==> src/pccr_pkg.sv <==
// Shared types and constants of the packet counter checker resync unit.
// No dependencies.
package pccr_pkg;
    localparam int MaxFrames       = 8;
    localparam int MaxFrameSamples = 256;
    localparam int StoreDepth      = MaxFrames * MaxFrameSamples;
    localparam int AddrW           = $clog2(StoreDepth);
    localparam int CntW            = AddrW + 1;

    localparam logic [1:0] OP_CHECK   = 2'd0;
    localparam logic [1:0] OP_LOAD    = 2'd1;
    localparam logic [1:0] OP_RESTART = 2'd2;

    localparam logic [2:0] CFG_FIRST   = 3'd0;
    localparam logic [2:0] CFG_ACQ     = 3'd1;
    localparam logic [2:0] CFG_STEP    = 3'd2;
    localparam logic [2:0] CFG_EVERY   = 3'd3;
    localparam logic [2:0] CFG_BYTES   = 3'd4;
    localparam logic [2:0] CFG_FRAMES  = 3'd5;

    typedef struct packed {
        logic do_check;
        logic do_store;
        logic do_restart;
        logic sync_init;
        logic pos_load;
        logic rd_issue;
        logic cmp_eval;
        logic fin_ok;
        logic fin_fail;
    } t_cmd;

    typedef struct packed {
        logic pos_done;
        logic cand_done;
        logic cand_ok;
    } t_stat;

    function automatic logic [63:0] byte_mask(input logic [3:0] b);
        logic [63:0] m;
        m = '0;
        for (int i = 0; i < 8; i++) begin
            if (b > 4'(i)) m[i*8 +: 8] = 8'hFF;
        end
        return m;
    endfunction
endpackage

==> src/pccr_ctrl.sv <==
// Controller state machine of the packet counter checker resync unit.
// Depends on pccr_pkg.
module pccr_ctrl import pccr_pkg::*; (
    input  logic       i_clk,
    input  logic       i_rst_n,
    input  logic       i_start,
    input  logic [1:0] i_op,
    input  logic       i_last,
    input  t_stat      i_stat,
    output t_cmd       o_cmd,
    output logic       o_busy
);
    typedef enum logic [4:0] {
        S_IDLE = 5'b00001,
        S_POS  = 5'b00010,
        S_RD   = 5'b00100,
        S_WAIT = 5'b01000,
        S_CMP  = 5'b10000
    } t_state;

    t_state r_state, n_state;
    logic   acc;

    assign acc    = i_start && (r_state == S_IDLE);
    assign o_busy = (r_state != S_IDLE);

    always_comb begin
        n_state = r_state;
        o_cmd   = '0;
        unique case (r_state)
            S_IDLE: begin
                if (i_start) begin
                    o_cmd.do_check   = (i_op == OP_CHECK);
                    o_cmd.do_store   = (i_op == OP_LOAD);
                    o_cmd.do_restart = (i_op == OP_RESTART);
                    if (i_op == OP_LOAD && i_last) begin
                        o_cmd.sync_init = 1'b1;
                        n_state = S_POS;
                    end
                end
            end
            S_POS: begin
                if (i_stat.pos_done) begin
                    o_cmd.fin_fail = 1'b1;
                    n_state = S_IDLE;
                end else begin
                    o_cmd.pos_load = 1'b1;
                    n_state = S_RD;
                end
            end
            S_RD: begin
                o_cmd.rd_issue = 1'b1;
                n_state = S_WAIT;
            end
            S_WAIT: n_state = S_CMP;
            S_CMP: begin
                if (i_stat.cand_ok) begin
                    o_cmd.fin_ok = 1'b1;
                    n_state = S_IDLE;
                end else if (i_stat.cand_done) begin
                    o_cmd.cmp_eval = 1'b1;
                    n_state = S_POS;
                end else begin
                    o_cmd.cmp_eval = 1'b1;
                    n_state = S_RD;
                end
            end
            default: n_state = S_IDLE;
        endcase
        if (!acc && r_state == S_IDLE) o_cmd = '0;
    end

    always_ff @(posedge i_clk) begin
        if (!i_rst_n) r_state <= S_IDLE;
        else          r_state <= n_state;
    end
endmodule

==> config.mk <==
export PLATFORM = sky130hd
export DESIGN_NAME = pccr_ctrl
export DESIGN_NICKNAME = d
export VERILOG_FILES = /design/src/pccr_pkg.sv /design/src/pccr_ctrl.sv
export SDC_FILE = /design/constraint.sdc
export NUM_CORES = 1
export LEC_CHECK = 0
export BUFFER_PORTS_ARGS = -buffer_cell sky130_fd_sc_hd__buf_2
export CORE_AREA = 2 2 39 41
export CTS_CLUSTER_DIAMETER = 200
export DETAILED_ROUTE_END_ITERATION = 16
export DIE_AREA = 0 0 41 43
export PLACE_DENSITY = 0.53
export SYNTH_ARGS = -nofsm -noshare
export SYNTH_HDL_FRONTEND = slang
export SYNTH_SLANG_ARGS = --single-unit
==> constraint.sdc <==
create_clock -name i_clk -period 1.6 [get_ports i_clk]
set_input_delay 0.32 -clock i_clk [delete_from_list [all_inputs] [get_ports i_clk]]
set_output_delay 0.32 -clock i_clk [all_outputs]
set_load 0.1 [all_outputs]
# Yosys cells after proc, flatten, opt, wreduce, memory -nomap -nowiden

Index checks and enable logic that the tools add are counted.

Register bits: 5
Bits of input ports: 9
Output and inout port bits: 10

Eq/ne operators: 10
Muxes and demuxes: 18
Reduce and logical (&&, ||, !) cells: 6

Operators by type and width:

| operator                                               | count |
|---|---|
| one-hot mux 5 bit (5 select lines)                     | 1 |
| 2-to-1 mux 5 bit                                       | 2 |
| 2-to-1 mux 3 bit                                       | 3 |
| 2-to-1 mux 9 bit                                       | 1 |
| 2-to-1 mux 1 bit                                       | 8 |
| 2-to-1 mux 4 bit                                       | 2 |
| == test 5 x 1 -> 1 bit (second input constant)         | 1 |
| == test 5 x 2 -> 1 bit (second input constant)         | 1 |
| == test 5 x 3 -> 1 bit (second input constant)         | 1 |
| == test 5 x 4 -> 1 bit (second input constant)         | 1 |
| == test 5 bit (second input constant)                  | 1 |
| inequality test 5 x 1 -> 1 bit (second input constant) | 1 |
| logical AND 1 bit                                      | 3 |
| == test 2 x 1 -> 1 bit (second input constant)         | 1 |
| == test 2 bit (second input constant)                  | 1 |
| logical NOT 2 bit                                      | 1 |
| 2-to-1 mux 2 bit                                       | 1 |
| inequality test 2 x 1 -> 1 bit (second input constant) | 1 |
| inequality test 2 bit (second input constant)          | 1 |
| AND reduction 2 bit                                    | 1 |
| logical NOT 1 bit                                      | 1 |

# Longest topological paths before layout

Gate-level depths: netlist of the first run.

Depth in word-level cells: 6
Gate-level depth with buffers: 5

# Worst setup path after synthesis of the first run

No wires, ideal clock.

Kind: register to output
Start point: register r_state[1]
End point: output o_cmd[8] (netlist name)
Arrival time: 3.471 ns
Data required time: 1.280 ns
Slack: -2.191 ns
Cell stages (with the launch flop): 5
Buffers on the path: 0
Cells stage by stage: dfxtp_1 > nor2_1 > and3_1 > inv_1 > nor3b_1

RTL lines:

| element                  | RTL line        | source |
|---|---|---|
| start: declaration       | pccr_ctrl.sv:21 | `t_state r_state, n_state;` |
| start signal: assignment | pccr_ctrl.sv:75 | `else r_state <= n_state;` |
| end: declaration         | pccr_ctrl.sv:10 | `output t_cmd o_cmd,` |

==> results.json, run 1 <==
{
  "cts_buffer_depth": 2,
  "rsz0062_at_grt": "true",
  "cts_root_buf": "clkbuf_4",
  "multi_input_area_sq_um": 311.5,
  "ys_top_cells_by_count": "5 x dfxtp_1, 3 x and2_1, 3 x and3_1, 3 x nor2_1",
  "synth-compound-area-share": 0.1127,
  "cts_tree": "built",
  "synthArstFlopShare": 0,
  "cts_sinks": 5,
  "post-dp-hpwl_microns": 794.3,
  "synth_area_leaders": "dfxtp_1 29%, nor3b_2 7.3%, nor4b_4 6.9%",
  "ys_seq_area_frac": 0.2909,
  "yosysTopAreaCell": "dfxtp_1",
  "crit_type": "reg -> out",
  "post-place-ws_ns": -0.06064,
  "antenna_found_initial": 0,
  "synth-main-ff-cell": "dfxtp_1",
  "clk_pin_slew_worst_paths_ns": 0.04,
  "rr_worst_depth": 5,
  "synth_seq_cells": 5,
  "top_regs": "r_state x5",
  "reg2reg_slack_ns": 0.04,
  "syn-num-nets": 46,
  "slew_headroom": 0.7931,
  "final_area_sq_um": 849.6,
  "wirelength_microns": 1128,
  "start_util": 0.2486,
  "powerDensity_nw_per_um2": 493.7,
  "remaining_drc_errors": 0,
  "r2r_start": "r_state[2]$_SDFFE_PN0P_",
  "synth_edf_count": 0,
  "areaGrowthSynthToFinish_pct": 146.9,
  "die-area_sq_um": 1763,
  "leakagePower_uw": 0.0003426,
  "grt_pass1_wl_microns": 1711,
  "drive_above_1_share": 0.7568,
  "die_y_microns": 43,
  "postSynthCellCount": 37,
  "vias": 432,
  "synthSimpleGateAreaFrac": 0.5600,
  "register_area_sq_um": 102.6,
  "cts_buffers": 3,
  "tightestPinTransition_ns": 0.3090,
  "fmax_ghz": 0.5291,
  "core_area_sq_um": 1384,
  "crit_start": "r_state[2]$_SDFFE_PN0P_",
  "timing.max_cap.violations": 0,
  "place.gp.congestion": 0.7777,
  "first_pass_iters": 2,
  "drtIter0Drc": 3,
  "synth_area_sq_um": 344.1,
  "post_drt_wl_per_cell_microns": 12.53,
  "final-hold-violation-count": 0,
  "grt_max_degree": 6,
  "hold_buffers": 0,
  "drv_slew": 0,
  "largest_reg_flops": 5,
  "synthDominantCellAreaShare": 0.2909,
  "postLayoutCoreUtil": 0.6139,
  "required_ns": 1.28,
  "cp-end-kind": "output pin",
  "critPathCapture": "o_cmd[4]",
  "synthMuxAreaShare": 0,
  "setup_violations": 9,
  "place_area_sq_um": 730.7,
  "regMostFlops": "r_state",
  "p_total_uw": 419.4,
  "yosysWarnings": 0,
  "via_per_inst": 4.800,
  "synth_top_family_by_area": "simple AND/OR/NAND/NOR gates",
  "grt.total_usage": 0.1436,
  "cp.arrival_ns": 1.57,
  "diodes": 0,
  "avgSynthCellArea_sq_um": 9.299,
  "synth_most_common_cell": "dfxtp_1",
  "drtAntennaViolNets": 0,
  "whs_ns": 0.3424,
  "outcome": "finished, violations left",
  "overflow": 0,
  "portBuffers": 18,
  "irDropWorstVdd_mv": 0.3629,
  "finalCriticalPeriod_ns": 1.890,
  "synth-adder-area-share": 0,
  "insertion_delay_ns": 0.24,
  "cp_max_fo": 3,
  "r2r-end": "r_state[1]$_SDFFE_PN0P_",
  "layout.nets": 84,
  "grt_pass1_vias": 405,
  "hold_path.class": "in -> reg",
  "violations": "negative setup slack",
  "io_pins": 19,
  "htreeDepth": 1,
  "cp-start-kind": "flop",
  "fp.dieW_microns": 41,
  "fin_skew_ns": 0.006160,
  "period_share": 1.181,
  "fin_ws_ns": -0.2901,
  "n_fill_cell": 109,
  "synth.distinct_cells": 24,
  "num_rows": 14,
  "synth_xor_area_frac": 0.02545
}
==> what timing repair did <==
item,CTS,global route
resized for setup,11,4
pin swaps,7,3
endpoints found under the setup margin,10,11
setup buffers,1,3
hold endpoints to repair,0,0
==> power breakdown <==
group | total, uW | internal, uW | switching (uW)
registers | 128 | 127 | 0.775
clock network | 146 | 94.2 | 51.5
logic | 146 | 64.9 | 81.2
total | 419 | 286 | 133
==> per-layer routing <==
metal / part of all wire / track usage / vias up
met4: 0 / 0.02000 / 0
met3: 0.056 / 0.06806 / 0
li1: - / - / 213
met1: 0.38 / 0.1704 / 207
met2: 0.56 / 0.2313 / 12
met5: 0 / 0 / -
==> critical path, stage by stage, from the launching register on <==
cell and delay, ns:
dfxtp_2 0.31, or3_4 0.42, nor3b_4 0.23, and2b_4 0.20, buf_12 0.17
==> worst min path at each step <==
stage | startpoint | end | slack [ns] | cells after the start
floorplan | i_rst_n | r_state[0]$_SDFFE_PN1P_ | 0.42 | 1
global placement | r_state[0]$_SDFFE_PN1P_ | r_state[4]$_SDFFE_PN0P_ | 0.53 | 2
detailed placement | r_state[0]$_SDFFE_PN1P_ | r_state[4]$_SDFFE_PN0P_ | 0.53 | 2
CTS | i_rst_n | r_state[0]$_SDFFE_PN1P_ | 0.33 | 2
global route | i_rst_n | r_state[0]$_SDFFE_PN1P_ | 0.34 | 2
finish | i_rst_n | r_state[0]$_SDFFE_PN1P_ | 0.34 | 2
==> placed cells by master (no fill, tap or decap) <==
cell type / netlist / layout
o21ai_0: 1 / 1
buf_2: 0 / 8
nor2_1: 3 / 1
nor2_4: 0 / 1
and3_4: 0 / 3
clkbuf_1: 0 / 1
clkbuf_4: 0 / 3
nand3_1: 1 / 1
a22oi_1: 1 / 1
nand2_1: 2 / 2
and2_4: 0 / 2
xnor2_1: 1 / 1
and2_1: 3 / 1
buf_6: 0 / 4
or3_4: 1 / 1
nor3_4: 0 / 1
nand4b_1: 1 / 1
a2bb2o_4: 0 / 1
and2b_4: 0 / 1
nor2b_1: 2 / 2
nor4b_4: 1 / 1
buf_4: 0 / 10
dfxtp_2: 0 / 2
nor3b_2: 2 / 1
nor2_2: 0 / 1
inv_6: 0 / 1
dfxtp_1: 5 / 3
buf_12: 0 / 11
a211o_1: 1 / 1
nor4b_1: 1 / 1
and4bb_2: 1 / 1
or3b_2: 1 / 1
o21a_1: 1 / 1
nor3b_4: 0 / 2
==> layout make-up <==
type	count	share of cell area
Clock buffer	4	0.03093
Tap cell	16	0.02356
Multi-Input combinational cell	31	0.3667
Inverter	1	0.01031
Timing Repair Buffer	33	0.4477
Sequential cell	5	0.1208
==> logic make-up after synthesis <==
kind of cell              after synthesis
AOI/OAI and AO/OA                       5
xor gates and xnor gates                1
buffers and inverters                   1
DFF                                     5
and+or+nand+nor                        25
==> metrics by stage <==
| step | cells | setup TNS (ns) |
|---|---|---|
| after detailed placement | 83 | -0.1387 |
| after global routing | 90 | -2.180 |
| after CTS | 88 | -1.705 |
| final | 90 | -1.644 |
| after global placement | 83 | -0.06748 |
| after floorplan | 37 | -4.577 |
No activity file was read; power rests on OpenSTA's default activity.
==> run 2, diff against run 1 <==
Settings changed: PLACE_DENSITY 0.53 to not set.
==> run 2 against run 1 <==
  * Clock skew up 0.0054 ns
  * Via count down 2.5%
  * Clock power about the same
  * Largest power group is now the clock network
  * Cell area shrank 2.1%
  * Sequential share of layout area rose by 0.25 points
  * Register-to-register slack hardly changed
  * Highest routed layer is now met4
  * Global-route usage is 0.086 points lower
  * The run still ends with negative setup slack left
  * Combinational power is 10% lower
==> results.json, run 2 (synthesized netlist as in run 1, its figures left out) <==
{
  "finalCriticalPeriod_ns": 1.893,
  "largest_reg_flops": 5,
  "wirelength_microns": 1119,
  "grt_max_degree": 6,
  "diodes": 0,
  "p_total_uw": 407.1,
  "fmax_ghz": 0.5284,
  "crit_type": "reg -> out",
  "start_util": 0.2486,
  "cts_root_buf": "clkbuf_4",
  "fp.dieW_microns": 41,
  "grt.total_usage": 0.1427,
  "tightestPinTransition_ns": 0.3061,
  "io_pins": 19,
  "clkPwrFrac": 0.364,
  "required_ns": 1.28,
  "cp-end-kind": "output pin",
  "outcome": "finished, violations left",
  "antenna_found_initial": 0,
  "power_frac_comb": 0.322,
  "violations": "negative setup slack",
  "irDropWorstVdd_mv": 0.3036,
  "cts_tree": "built",
  "dr_wl_met3_microns": 76,
  "grt_pass1_wl_microns": 1656,
  "timing.max_cap.violations": 0,
  "final-hold-violation-count": 0,
  "post-dp-hpwl_microns": 826.8,
  "num_rows": 14,
  "place.gp.congestion": 0.7249,
  "hold_buffers": 0,
  "grt_pass1_vias": 405,
  "insertion_delay_ns": 0.25,
  "seq_power_share": 0.314,
  "cp-start-kind": "flop",
  "slowest_delay_ns": 0.42,
  "die-area_sq_um": 1763,
  "cp.arrival_ns": 1.57,
  "n_fill_cell": 111,
  "top_layer_used": "met4",
  "vias": 421,
  "portBuffers": 18,
  "final_cell_mix": "10 x buf_12, 10 x buf_4, 8 x buf_2",
  "fin_skew_ns": 0.01157,
  "post_drt_wl_per_cell_microns": 12.57,
  "clk_pin_slew_worst_paths_ns": 0.04,
  "p_sw_uw": 132.4,
  "via_per_inst": 4.730,
  "first_pass_iters": 3,
  "core_area_sq_um": 1384,
  "overflow": 0,
  "cts_buffer_depth": 2,
  "register_area_sq_um": 102.6,
  "top_regs": "r_state x5",
  "leakagePower_uw": 0.0003366,
  "worstPathCellList": "or3_4, nor3b_4, and2b_4, buf_12",
  "areaGrowthSynthToFinish_pct": 141.8,
  "slowest_stage": "or3_4",
  "cts_sinks": 5,
  "fin_ws_ns": -0.2927,
  "drtIter0Drc": 3,
  "drtAntennaViolNets": 0,
  "remaining_drc_errors": 0,
  "postLayoutCoreUtil": 0.6013,
  "rr_worst_depth": 7,
  "wl_met1_microns": 474,
  "regMostFlops": "r_state",
  "p_int_uw": 274.7,
  "drv_slew": 0,
  "post-place-ws_ns": -0.07627,
  "rsz0062_at_grt": "true",
  "slew_headroom": 0.7951,
  "cp_max_fo": 3,
  "multi_input_area_sq_um": 314.1,
  "holdPathStages": 2,
  "swShare": 0.3252,
  "setup_violations": 10,
  "hold_path.class": "in -> reg",
  "layout.nets": 83,
  "drive_above_1_share": 0.7671,
  "powerDensity_nw_per_um2": 489.3,
  "period_share": 1.183,
  "die_y_microns": 43,
  "cts_buffers": 3,
  "dr_wl_met2_microns": 564,
  "htreeDepth": 1
}
run 2: cell types whose count changed in the layout (fill, tap and decap cells not counted), sizes merged:
cell and delta:
buf -1
run 2: cell type report:
| class | count | area share |
|---|---|---|
| clock buffers | 4 | 0.03158 |
| repair buffers | 32 | 0.4331 |
| flip-flops and latches | 5 | 0.1233 |
| multi-input cells | 31 | 0.3774 |
| well taps | 16 | 0.02406 |
| inverters | 1 | 0.01053 |
run 2: what timing repair did:
action / in CTS / in global routing
gates cloned: 0 / 0
setup endpoints to repair: 9 / 11
buffers inserted: 3 / 2
gates resized for setup: 9 / 7
pin swaps: 7 / 3
run 2: final timing paths:
| kind | end | startpoint | slack (ns) |
|---|---|---|---|
| worst max-delay path | o_cmd[4] | r_state[2]$_SDFFE_PN0P_ | -0.29 |
| worst max register to register | r_state[0]$_SDFFE_PN1P_ | r_state[2]$_SDFFE_PN0P_ | 0.05 |
| worst min register to register | r_state[4]$_SDFFE_PN0P_ | r_state[2]$_SDFFE_PN0P_ | 0.52 |
| worst min-delay path | r_state[0]$_SDFFE_PN1P_ | i_rst_n | 0.34 |
run 2: per-layer routing:
layer,up-vias,track usage
met2,11,0.2313
met5,-,0
met1,199,0.1484
li1,209,-
met4,0,0.02000
met3,2,0.09948
run 2: critical path: cells and delay by family (launching register included):
family | cells | cell delay, ns
buffers and inverters | 1 | 0.17
AND/OR/NAND/NOR | 3 | 0.85
flip-flops | 1 | 0.31
run 2: per-stage QoR:
step / hold slack (ns) / setup TNS [ns] / instances / cell area, sq um
floorplan: 0.4171 / -4.577 / 37 / 380.4
global placement: 0.5117 / -0.1574 / 81 / 715.7
detailed placement: 0.5201 / -0.2351 / 81 / 715.7
CTS: 0.3347 / -1.526 / 88 / 795.8
global route: 0.3539 / -1.946 / 89 / 832.0
finish: 0.3401 / -1.392 / 89 / 832.0
run 2: power by group through the flow:
stage	combinational (uW)	sequential, uW	clock [uW]
after floorplan	68.1	131	0
after global placement	119	130	0
after detailed placement	120	130	0
after CTS	127	128	153
after global routing	137	128	158
final	131	128	148
==> run 3, diff against run 2 <==
Settings changed: ABC_AREA set to 1.
==> run 3 against run 2 <==
  * The run still ends with negative setup slack left
  * Area after synthesis fell by 0.36%
  * Die area did not move
  * Hold slack improved by 0.0049 ns
  * Synthesized cell count rose by 62%
  * Sequential power rose by 22%
  * Maximum frequency rose by 6.5%
  * Critical path depth rose by 2
  * Via count rose by 21%
  * Cell area fell by 0.15%
  * Sequential share of layout area barely moved
  * Worst setup slack improved by 0.12 ns
  * First-iteration DRC count rose by 33%
  * Largest power group is now combinational cells
==> results.json, run 3 <==
{
  "htreeDepth": 1,
  "syn-num-nets": 69,
  "via_per_inst": 4.679,
  "clk_pin_slew_worst_paths_ns": 0.05,
  "grt_max_degree": 5,
  "portBuffers": 18,
  "worstPathCellList": "nor2_4, nand2_2, nor2_4, inv_8, nor4_4, buf_12",
  "first_pass_iters": 4,
  "p_total_uw": 882.2,
  "final-hold-violation-count": 0,
  "regMostFlops": "r_state",
  "synth.distinct_cells": 13,
  "violations": "negative setup slack",
  "fin_ws_ns": -0.1775,
  "post_drt_wl_per_cell_microns": 11.05,
  "synth_area_sq_um": 342.8,
  "core_area_sq_um": 1384,
  "grt_pass1_wl_microns": 2090,
  "cts_tree": "built",
  "synth_seq_cells": 5,
  "overflow": 0,
  "crit_type": "reg -> out",
  "synthArstFlopShare": 0,
  "fmax_ghz": 0.5626,
  "cp.arrival_ns": 1.46,
  "required_ns": 1.28,
  "synth_edf_count": 0,
  "slew_headroom": 0.8148,
  "drv_slew": 0,
  "largest_reg_flops": 5,
  "synthDominantCellAreaShare": 0.2920,
  "critPathTopFamily": "simple AND/OR/NAND/NOR gates",
  "finalCriticalPeriod_ns": 1.778,
  "antenna_found_initial": 0,
  "powerDensity_nw_per_um2": 1062,
  "cp-end-kind": "output pin",
  "fp.dieW_microns": 41,
  "yosysTopAreaCell": "dfxtp_1",
  "insertion_delay_ns": 0.25,
  "whs_ns": 0.3450,
  "ys_top_cells_by_count": "14 x inv_1, 14 x nor2_1, 8 x nand2_1",
  "hold_path.class": "in -> reg",
  "postSynthCellCount": 60,
  "place_inst": 95,
  "slowest_delay_ns": 0.32,
  "tightestPinTransition_ns": 0.2757,
  "final_cell_count_no_fill": 109,
  "cp-start-kind": "flop",
  "num_rows": 14,
  "vias": 510,
  "die_y_microns": 43,
  "top_regs": "r_state x5",
  "place_area_sq_um": 674.4,
  "io_pins": 19,
  "leakagePower_uw": 0.0003868,
  "period_share": 1.111,
  "cts_buffer_depth": 2,
  "rsz0062_at_grt": "true",
  "ys_seq_area_frac": 0.2920,
  "layout_commonest_cell": "inv_1",
  "timing.max_cap.violations": 0,
  "avgSynthCellArea_sq_um": 5.714,
  "cts_sinks": 5,
  "grt.total_usage": 0.1757,
  "setup_violations": 9,
  "outcome": "finished, violations left",
  "n_fill_cell": 111,
  "cp.buffers_inverters": 2,
  "wirelength_microns": 1204,
  "cts_buffers": 3,
  "start_util": 0.2477,
  "remaining_drc_errors": 0,
  "register_area_sq_um": 102.6,
  "final_cell_mix": "11 x inv_1, 10 x buf_12, 10 x buf_4",
  "multi_input_area_sq_um": 286.5,
  "irDropWorstVdd_mv": 0.9459,
  "die-area_sq_um": 1763,
  "areaGrowthSynthToFinish_pct": 142.3,
  "drtAntennaViolNets": 0,
  "cp_max_fo": 4,
  "cp_common_cell": "nor2_4",
  "place.gp.congestion": 0.7079,
  "yosysWarnings": 0,
  "final_area_sq_um": 830.8,
  "fin_skew_ns": 0.001907,
  "cts_root_buf": "clkbuf_4",
  "layout.nets": 103,
  "drive_above_1_share": 0.5699,
  "slowest_stage": "dfxtp_2",
  "synth_area_leaders": "dfxtp_1 29%, inv_1 15%, nor2_1 15%",
  "synth-main-ff-cell": "dfxtp_1",
  "grt_pass1_vias": 518,
  "diodes": 0,
  "drtIter0Drc": 4,
  "post-dp-hpwl_microns": 807.7
}
-- run 3: cell types whose count changed in the layout (fill, tap and decap cells not counted), sizes merged, moves of 3 or more --
cell	before	now
nand3	1	5
and2	3	0
nor3b	3	0
nand2	2	9
inv	1	15
nor2	3	17
a21oi	0	3
and3	3	0
buf	32	29
-- run 3: cell type report --
class / count / share of cell area
clock buffers: 4 / 0.03163
inverters: 15 / 0.08283
multi-input cells: 40 / 0.3449
flip-flops and latches: 5 / 0.1235
well taps: 16 / 0.02410
repair buffers: 29 / 0.3931
-- run 3: final timing paths --
kind,start,end,slack [ns],cells after the start
worst max-delay path,r_state[2]$_SDFFE_PN0P_,o_cmd[8],-0.18,6
worst min-delay path,i_stat[1],r_state[1]$_SDFFE_PN0P_,0.35,3
worst max register to register,r_state[2]$_SDFFE_PN0P_,r_state[2]$_SDFFE_PN0P_,0.22,9
worst min register to register,r_state[4]$_SDFFE_PN0P_,r_state[4]$_SDFFE_PN0P_,0.59,3
-- run 3: tightest hold or removal path: stages --
cell and delay, ns:
buf_2 0.09, a21oi_1 0.06, nor2_1 0.08
-- run 3: cell families after synthesis --
family                 after synthesis  share of synthesized area
and+or+nand+nor                     34                     0.4562
DFF                                  5                     0.2920
buffers and inverters               15                     0.1642
AOI/OAI and AO/OA                    6                    0.08757
-- run 3: repair_timing --
action                     4_1_cts  5_1_grt
setup endpoints to repair        8       10
hold buffers                     0        0
buffers inserted                 8        3
gates resized for setup         13        5
cloned                           0        0
pin swaps                        2        1
-- run 3: power breakdown --
group          switching, uW  total [uW]  internal (uW)
clock                   56.0         151           94.6
sequential              16.6         156            140
combinational            352         576            224
total                    424         882            458
-- run 3: per-stage QoR --
step	util	setup WS (ns)	TNS, ns
floorplan	-	-0.5762	-1.793
global placement	0.4873	0.06917	0
detailed placement	0.4873	0.05133	0
CTS	0.5778	-0.1663	-0.8278
global route	0.6004	-0.2626	-1.640
finish	0.6004	-0.1775	-0.8573
-- run 3: per-layer routing --
layer,vias up,track usage,routed length [microns]
met5,-,0,0
met4,0,0.1267,42
met3,6,0.06283,57
met2,19,0.2906,690
met1,233,0.1640,413
li1,252,-,-
